<file path="src/design/mta_ram.sv">
module mta_ram #(
  parameter int WIDTH = 32,
  parameter int DEPTH = 16
) (
  input  logic                                       clk,
  input  logic                                       we,
  input  logic [((DEPTH > 1) ? $clog2(DEPTH) : 1)-1:0] waddr,
  input  logic [WIDTH-1:0]                           wdata,
  input  logic [((DEPTH > 1) ? $clog2(DEPTH) : 1)-1:0] raddr,
  output logic [WIDTH-1:0]                           rdata
);

  logic [WIDTH-1:0] mem_r [DEPTH];
  logic [WIDTH-1:0] rdata_r;

  always_ff @(posedge clk) begin
    if (we) begin
      mem_r[waddr] <= wdata;
    end
    rdata_r <= mem_r[raddr];
  end

  assign rdata = rdata_r;

endmodule
</file>
<file path="config.mk">
export PLATFORM = sky130hd
export DESIGN_NAME = mta_ram
export DESIGN_NICKNAME = d
export VERILOG_FILES = /design/src/design/mta_ram.sv
export SDC_FILE = /design/constraint.sdc
export NUM_CORES = 1
export LEC_CHECK = 0
export ABC_CLOCK_PERIOD_IN_PS = 3970
export BUFFER_PORTS_ARGS = -buffer_cell sky130_fd_sc_hd__buf_2
export CAP_MARGIN = 10
export CORE_ASPECT_RATIO = 0.75
export CORE_UTILIZATION = 61
export CTS_CLUSTER_SIZE = 25
export DETAILED_ROUTE_END_ITERATION = 16
export MAX_ROUTING_LAYER = met4
export PLACE_DENSITY = 0.75
export SKIP_LAST_GASP = 1
export SYNTH_ARGS = -nofsm -noshare
export SYNTH_HDL_FRONTEND = slang
export SYNTH_SLANG_ARGS = --single-unit
</file>
<file path="constraint.sdc">
create_clock -name clk -period 3.97 [get_ports clk]
set_clock_uncertainty 0.15 [all_clocks]
set_input_delay 0 -clock clk [delete_from_list [all_inputs] [get_ports clk]]
set_output_delay 0 -clock clk [all_outputs]
set_load 0.02 [all_outputs]
</file>
==> results of run 1 <==
synthesized netlist by cell type:
cell type and count:
edfxtp_1 512, or3b_2 1, buf_6 2, nand3b_1 2, buf_1 9, nor3_1 4
clkbuf_1 17, nor2_1 13, and2_1 1, nor2b_1 2, buf_4 11, buf_2 4
dfxtp_1 32, nand2b_1 2, a22oi_1 64, nand3_1 1, mux4_2 128, nand2_1 33
state kept, by name, summed over array words and instances, names as in the netlist:
signal and cells:
rdata 32, mem_r 512
layer usage:
metal	global-route usage	vias to the layer above	share of wire
met2	0.4134	453	0.48
li1	-	3853	-
met1	0.3705	4798	0.41
met3	0.04364	86	0.081
met4	0.07647	0	0.023
met5	-	-	0
report_power, final:
group          total (W)  internal, W  switching [W]
Combinational   0.000622     0.000253       0.000369
Sequential       0.00646      0.00642      0.0000405
Clock            0.00478      0.00279        0.00199
path summary, 6_finish.rpt:
path,startpoint,endpoint,slack (ns)
setup / recovery,waddr[2],mem_r[2][29],1.20
setup reg to reg,mem_r[15][20],rdata[20],2.37
hold reg to reg,mem_r[4][2],rdata[2],0.52
hold / removal,raddr[1],rdata[12],0.07
worst reg2reg max path, cell delays in order, from the launching register on:
cell	delay, ns
edfxtp_1	0.41
mux4_2	0.51
a22oi_1	0.21
nand2_1	0.16
layout make-up:
class	instances	area (um2)	share of cell area
Sequential cell	544	16020	0.6997
Timing Repair Buffer	133	957.2	0.04182
Clock inverter	31	356.6	0.01558
Antenna cell	1	2.502	0.0001093
Tap cell	435	544.3	0.02378
Clock buffer	59	1264	0.05521
Multi-Input combinational cell	251	3750	0.1638
logic make-up after synthesis:
family | after synthesis
flip-flops | 544
AND/OR/NAND/NOR | 59
buffers and inverters | 43
multiplexers | 128
AO/OA/AOI/OAI | 64
stage by stage:
step	instances	hold slack (ns)	total power, W	utilization
2_1_floorplan	838	-0.05113	0.006928	-
3_3_place_gp	1326	0.2239	0.007155	0.6598
3_5_place_dp	1326	0.2240	0.007171	0.6598
4_1_cts	1453	0.06394	0.01193	0.7227
5_1_grt	1454	0.1051	0.01217	0.7227
6_report	1454	0.07261	0.01186	0.7227
timing repair:
item	4_1_cts	5_1_grt
setup endpoints to repair	0	0
resized for setup	0	0
endpoints found under the hold margin	546	0
hold buffers	37	0
==> flow_metrics.tcl, run 1 <==
set metrics [dict create \
    path_delay_family "buffers and inverters" \
    n_fill_cell 1786 \
    ys_ff_latch 544 \
    layout.cells.most_common "edfxtp_1" \
    grt_max_degree 72 \
    insertion_delay_ns 0.57 \
    grt_usage 0.2651 \
    die_area_mm2 0.03328 \
    antenna_found_initial 1 \
    crit_top_cell "dlygate4sd3_1" \
    num_rows 56 \
    grt_pass1_vias 9319 \
    syn_to_final_growth_pct 15.29 \
    cts.sinks 544 \
    required_ns 4.04 \
    vdd_drop_max_uv 375.5 \
    hpwl_um 19620 \
    globalplace.congestion 0.7668 \
    cpPeakStageDelay_ns 0.64 \
    cts-root-buf "clkbuf_16" \
    wl_per_cell_um 28.21 \
    ant_nets 0 \
    min_path_cells 4 \
    synth.avg_cell_area_um2 23.69 \
    end_kind "flop" \
    layout_setup_ws_ns 1.201 \
    path_buf_inv 4 \
    finalNetCount 1020 \
    powerDensity_mw_per_mm2 518.4 \
    placed_area_mm2 0.02090 \
    cts_buffer_depth 3 \
    synth_top_cell_by_area "edfxtp_1" \
    synth_top_area_frac 0.7744 \
    netlist_area_mm2 0.01985 \
    worstPathMaxFanout 20 \
    die_h_um 158.2 \
    synth_compound_area_frac 0.02420 \
    ys_warn_count 0 \
    cts_tree "yes" \
    syn_nets 880 \
    slew_headroom 0.3011 \
    final_cell_mix "edfxtp_1 (512), mux4_2 (128), buf_2 (71)" \
    yosysSeqAreaShare 0.8067 \
    rr_worst_depth 3 \
    pin_count 74 \
    grt_pass1_wl_um 59860 \
    start_util 0.6269 \
    cp.depth 6 \
    status "finished clean" \
    timing.fmax_mhz 361.2 \
    rsz0062_at_grt "no" \
    tns_ns 0 \
    via_count 9190 \
    fin_area_mm2 0.02289 \
    cap_violations 0 \
    synth_top_family_by_area "multiplexers" \
    grt_overflow 0 \
    crit_path_start_kind "primary input" \
    synthXorXnorAreaFrac 0 \
    hold_class "in -> reg" \
    dr.pass1.iters 5 \
    crit_chain "dlygate4sd3_1 > buf_2 > or3b_2 > dlygate4sd3_1 > nor2_4 > buf_4" \
    clkSlewWorstSetupHoldPaths_ns 0.06 \
    drt-total-wl_um 41020 \
    numCtsBuffers 48 \
    cp.arrival_ns 2.84 \
    finalCritPeriodShare 0.6974 \
    setup_viol 0 \
    syn_inst 838 \
    die_w_um 210.3 \
    synth-simple-area-share 0.01273 \
    final_max_slew_viol_count 0 \
    yosysUniqueCellTypes 18 \
    synthAdderAreaFrac 0 \
    coreArea_mm2 0.03167 \
    port_buffers 73 \
    post_cts_buffers 0 \
    cp_slowest_cell "dlygate4sd3_1" \
    hold_viol 0 \
    critical_path_class "in -> reg" \
    routed_via_density 6.320 \
    min_period_ns 2.769 \
    synth.area.top_cells "edfxtp_1 (77%), mux4_2 (15%), dfxtp_1 (3.2%), a22oi_1 (2.4%), nand2_1 (0.62%)" \
    synth_mux_area_frac 0.1452 \
    p_leak_nw 7.405 \
    final_layout_size_suffix_gt1_frac 0.3104 \
    drc 0 \
    tightest_slew_ns 1.048 \
    place_ws_ns 1.643 \
    first_iter_violations 1100 \
    cts_htree_levels 2 \
]
Power figures use the tool's default switching activity.
==> run 2, diff against run 1 <==
ABC_CLOCK_PERIOD_IN_PS = 2600   (was 3970)
clock period = 2.6 ns   (was 3.97 ns; I/O delays follow)
==> run 2 against run 1 <==
- sequential share of layout area fell by 0.78 points
- critical path type unchanged
- worst setup slack got worse by 1.1 ns
- critical endpoint is now mem_r[1][0]
- die area did not move
- global-route usage rose by 0.31 points
- combinational power rose by 59%
- via count rose by 0.21%
==> flow_metrics.tcl, run 2 (same netlist as run 1, synthesis figures left out) <==
set metrics [dict create \
    final_layout_size_suffix_gt1_frac 0.3149 \
    drc 0 \
    dr.pass1.iters 5 \
    syn_to_final_growth_pct 16.59 \
    cts_tree "yes" \
    numCtsBuffers 48 \
    status "finished clean" \
    drt-total-wl_um 41310 \
    grt_max_degree 45 \
    min_path_cells 4 \
    crit_path_start_kind "primary input" \
    reg2reg_from "mem_r[1][14]" \
    cts_htree_levels 2 \
    fin_area_mm2 0.02315 \
    start_util 0.6269 \
    die_w_um 210.3 \
    num_rows 56 \
    tns_ns 0 \
    layout.cells.most_common "edfxtp_1" \
    insertion_delay_ns 0.56 \
    tightest_slew_ns 0.8373 \
    finalCritPeriodShare 0.9585 \
    hold-path-endpoint "rdata[10]" \
    reg2reg_slack_ns 0.70 \
    critical_path_class "in -> reg" \
    post_cts_buffers 0 \
    grt_pass1_vias 9712 \
    grt_usage 0.2682 \
    cap_violations 0 \
    largest_reg_flops 512 \
    port_buffers 73 \
    routed_via_density 6.277 \
    globalplace.congestion 0.7229 \
    rr_worst_depth 4 \
    cts_hold_buf 41 \
    placed_area_mm2 0.02119 \
    required_ns 2.70 \
    pin_count 74 \
    wl_per_cell_um 28.16 \
    die_area_mm2 0.03328 \
    min_from "raddr[0]" \
    diodes 0 \
    rsz0062_at_grt "no" \
    worstPathMaxFanout 23 \
    first_iter_violations 999 \
    grt_pass1_wl_um 61050 \
    cts-root-buf "clkbuf_16" \
    cpPeakStageDelay_ns 0.64 \
    powerDensity_mw_per_mm2 767.2 \
    cts_buffer_depth 3 \
    finalNetCount 1035 \
    final_cell_mix "edfxtp_1 (512), mux4_2 (128), buf_2 (71)" \
    antenna_found_initial 0 \
    layout_setup_ws_ns 0.1078 \
    hold_class "in -> reg" \
    ctsResizeCount 0 \
    die_h_um 158.2 \
    p_leak_nw 7.499 \
    regToRegEndpoint "rdata[14]" \
    clkSlewWorstSetupHoldPaths_ns 0.06 \
    crit_chain "dlygate4sd3_1 > buf_2 > or3b_2 > dlygate4sd3_1 > nor2_4 > buf_12" \
    hold_viol 0 \
    place_ws_ns 0.7059 \
    vdd_drop_max_uv 652.1 \
    coreArea_mm2 0.03167 \
    cp_slowest_cell "dlygate4sd3_1" \
    end_kind "flop" \
    slew_headroom 0.4418 \
    timing.fmax_mhz 401.3 \
    via_count 9209 \
    final_max_slew_viol_count 0 \
    crit_top_cell "dlygate4sd3_1" \
    largest-register "mem_r" \
    grt_overflow 0 \
    cp.arrival_ns 2.59 \
    min_period_ns 2.492 \
    hpwl_um 20730 \
    cts.sinks 544 \
    setup_viol 0 \
    ant_nets 0 \
]
run 2: worst max-delay path by stage:
stage | cells past startpoint | endpoint | startpoint | slack [ns]
global route | 7 | rdata[14] | raddr[2] | 0.05
finish | 6 | mem_r[1][0] | waddr[2] | 0.11
global placement | 5 | rdata[0] | raddr[0] | 0.72
CTS | 6 | mem_r[1][3] | waddr[2] | 0.15
floorplan | 2 | mem_r[1][0] | waddr[2] | 0.14
detailed placement | 5 | rdata[3] | raddr[0] | 0.71
run 2: metrics by stage:
step,instances,hold slack [ns],power (W),utilization
floorplan,838,-0.05113,0.01058,-
global placement,1337,0.2224,0.01096,0.6691
detailed placement,1337,0.2378,0.01099,0.6691
CTS,1467,0.04931,0.01787,0.7309
global route,1467,0.08515,0.01825,0.7309
finish,1467,0.06293,0.01776,0.7309
run 2: cell type report:
class,instances,area [um2]
timing repair buffer,148,1267
multi-input combinational,251,3775
fill,1780,8523
sequential,544,16020
clock buffer,67,1344
tap,435,544.3
clock inverter,22,201.4
run 2: worst max-delay path: cells and delay by family:
kind / cells / cell delay, ns
buffers and inverters: 4 / 1.62
AND/OR/NAND/NOR: 2 / 0.95
run 2: per-layer routing:
layer / global-route usage / share of wire / up-vias
met5: - / 0 / -
met4: 0.06778 / 0.018 / 0
met3: 0.04682 / 0.076 / 70
met2: 0.4399 / 0.50 / 392
met1: 0.3567 / 0.40 / 4856
li1: - / - / 3891
run 2: power breakdown:
group	switching [W]	total (W)	internal (W)
clock network	0.00298	0.00691	0.00393
logic	0.000573	0.000987	0.000414
registers	0.0000653	0.00987	0.00980
==> run 3, diff against run 2 <==
CTS_CLUSTER_SIZE = 10   (was 25)
PLACE_DENSITY = 0.79   (was 0.75)
==> run 3 against run 2 <==
- sequential cell count did not move
- final cell count is 2.3% higher
- critical endpoint is now mem_r[1][18]
- maximum frequency is 2.7% higher
==> flow_metrics.tcl, run 3 (same netlist as run 1, synthesis figures left out) <==
set metrics [dict create \
    crit_path_start_kind "primary input" \
    crit_top_cell "dlygate4sd3_1" \
    syn_to_final_growth_pct 17.44 \
    grt_overflow 0 \
    cts_tree "yes" \
    port_buffers 73 \
    powerDensity_mw_per_mm2 791.7 \
    die_h_um 158.2 \
    regArea_mm2 0.01602 \
    required_ns 2.74 \
    die_area_mm2 0.03328 \
    routed_via_density 6.448 \
    grt_pass1_wl_um 65180 \
    first_iter_violations 1124 \
    grt_pass1_vias 10280 \
    hold_viol 0 \
    reg2reg_from "mem_r[10][5]" \
    p_int_w 0.01459 \
    grt_busiest_layer "met2" \
    die_w_um 210.3 \
    finalNetCount 1056 \
    n_fill_cell 1734 \
    coreArea_mm2 0.03167 \
    cpPeakStageDelay_ns 0.70 \
    status "finished clean" \
    p_seq_frac 0.536 \
    timing.fmax_mhz 412.3 \
    grt_util_met1 0.3846 \
    drt-total-wl_um 44030 \
    cp.arrival_ns 2.56 \
    clkPwrFrac 0.410 \
    wl_per_cell_um 29.33 \
    hold_class "in -> reg" \
    worstPathMaxFanout 21 \
    cap_violations 0 \
    min_path_cells 3 \
    numCtsBuffers 60 \
    via_count 9679 \
    num_rows 56 \
    globalplace.congestion 0.7685 \
    use_met2 0.4393 \
    final_cell_mix "edfxtp_1 (512), mux4_2 (128), buf_2 (71)" \
    regToRegEndpoint "rdata[5]" \
    slew_headroom 0.6145 \
    p_switching_w 0.003873 \
    critical_path_class "in -> reg" \
    p_leak_nw 7.584 \
    use_met3 0.07141 \
    tns_ns 0 \
    rsz0062_at_grt "no" \
    layoutNonFillerInstCount 1501 \
    end_kind "flop" \
    largest-register "mem_r" \
    tightest_slew_ns 0.5783 \
    antenna_found_initial 3 \
    cts-root-buf "clkbuf_16" \
    comb_power_share 0.054 \
    cts.sinks 544 \
    drc 0 \
    clkSlewWorstSetupHoldPaths_ns 0.06 \
    p_sw_frac 0.2098 \
    final_max_slew_viol_count 0 \
    min_period_ns 2.426 \
    layout.cells.most_common "edfxtp_1" \
    rr_worst_depth 3 \
    setup_viol 0 \
    hpwl_um 23290 \
    grt_max_degree 57 \
    finalCritPeriodShare 0.9329 \
    hold-path-endpoint "mem_r[13][12]" \
    multi_input_area_mm2 0.003775 \
    final_util 0.7363 \
    place_inst 1346 \
    vdd_drop_max_uv 556.5 \
    min_from "we" \
    post_cts_buffers 0 \
    cts_buffer_depth 3 \
    grt_usage 0.2883 \
    pin_count 74 \
    cts_htree_levels 2 \
    crit_chain "dlygate4sd3_1 > buf_2 > or3b_2 > dlygate4sd3_1 > nor2_4 > buf_12" \
    final_layout_size_suffix_gt1_frac 0.3095 \
    dr.pass1.iters 7 \
    ant_nets 0 \
    reg2reg_slack_ns 1.04 \
    largest_reg_flops 512 \
    cp_slowest_cell "dlygate4sd3_1" \
    start_util 0.6269 \
    insertion_delay_ns 0.60 \
]
==> run 3: cell types whose count changed in the layout (fill, tap and decap cells not counted) <==
cell,delta
clkbuf_1,+34
buf_4,+16
clkbuf_16,+12
buf_12,-7
clkinv_1,-7
clkinv_2,-7
clkbuf_8,-5
bufinv_16,-3
diode_2,+3
clkinv_8,-1
inv_6,-1
==> run 3: metrics by stage <==
stage	cell area (um2)	setup WS, ns	hold WS, ns	total power, W
detailed placement	21170	0.6277	0.2405	0.01099
CTS	23310	0.2335	0.01820	0.01855
global placement	21170	0.6562	0.2310	0.01096
floorplan	19870	0.1420	-0.05113	0.01058
finish	23320	0.1744	0.03393	0.01846
global route	23320	0.1494	0.03859	0.01895
==> run 3: how the worst max path moves through the flow <==
stage,startpoint,to,cells past startpoint
after CTS,waddr[2],mem_r[1][30],6
after floorplan,waddr[2],mem_r[1][0],2
after global placement,raddr[0],rdata[5],5
after global routing,waddr[2],mem_r[1][30],6
after detailed placement,raddr[0],rdata[5],5
final,waddr[2],mem_r[1][18],6
==> run 3: timing repair <==
item,4_1_cts,5_1_grt
resized for setup,0,0
endpoints found under the hold margin,592,0
hold buffers,41,0
==> run 3: power by group through the flow <==
stage               logic (W)  registers [W]  clock network (W)
finish               0.000999        0.00989            0.00757
global route          0.00106        0.00990            0.00799
CTS                  0.000998        0.00989            0.00767
detailed placement   0.000936         0.0101                  0
global placement     0.000914         0.0100                  0
floorplan            0.000471         0.0101                  0
==> run 3: per-layer routing <==
layer / vias up / share of wire
li1: 3944 / -
met1: 5051 / 0.39
met2: 587 / 0.48
met3: 97 / 0.10
met4: 0 / 0.030
met5: - / 0
==> run 3: critical path: cells and delay by family <==
family / cells / cell delay [ns]
buf+inv: 4 / 1.67
simple gates: 2 / 0.87
==> run 3: cell type report <==
class	instances	area share
flip-flops and latches	544	0.6868
repair buffers	157	0.05350
well taps	435	0.02334
diodes	3	0.0003220
clock inverters	3	0.001073
multi-input cells	251	0.1619
clock buffers	108	0.07303
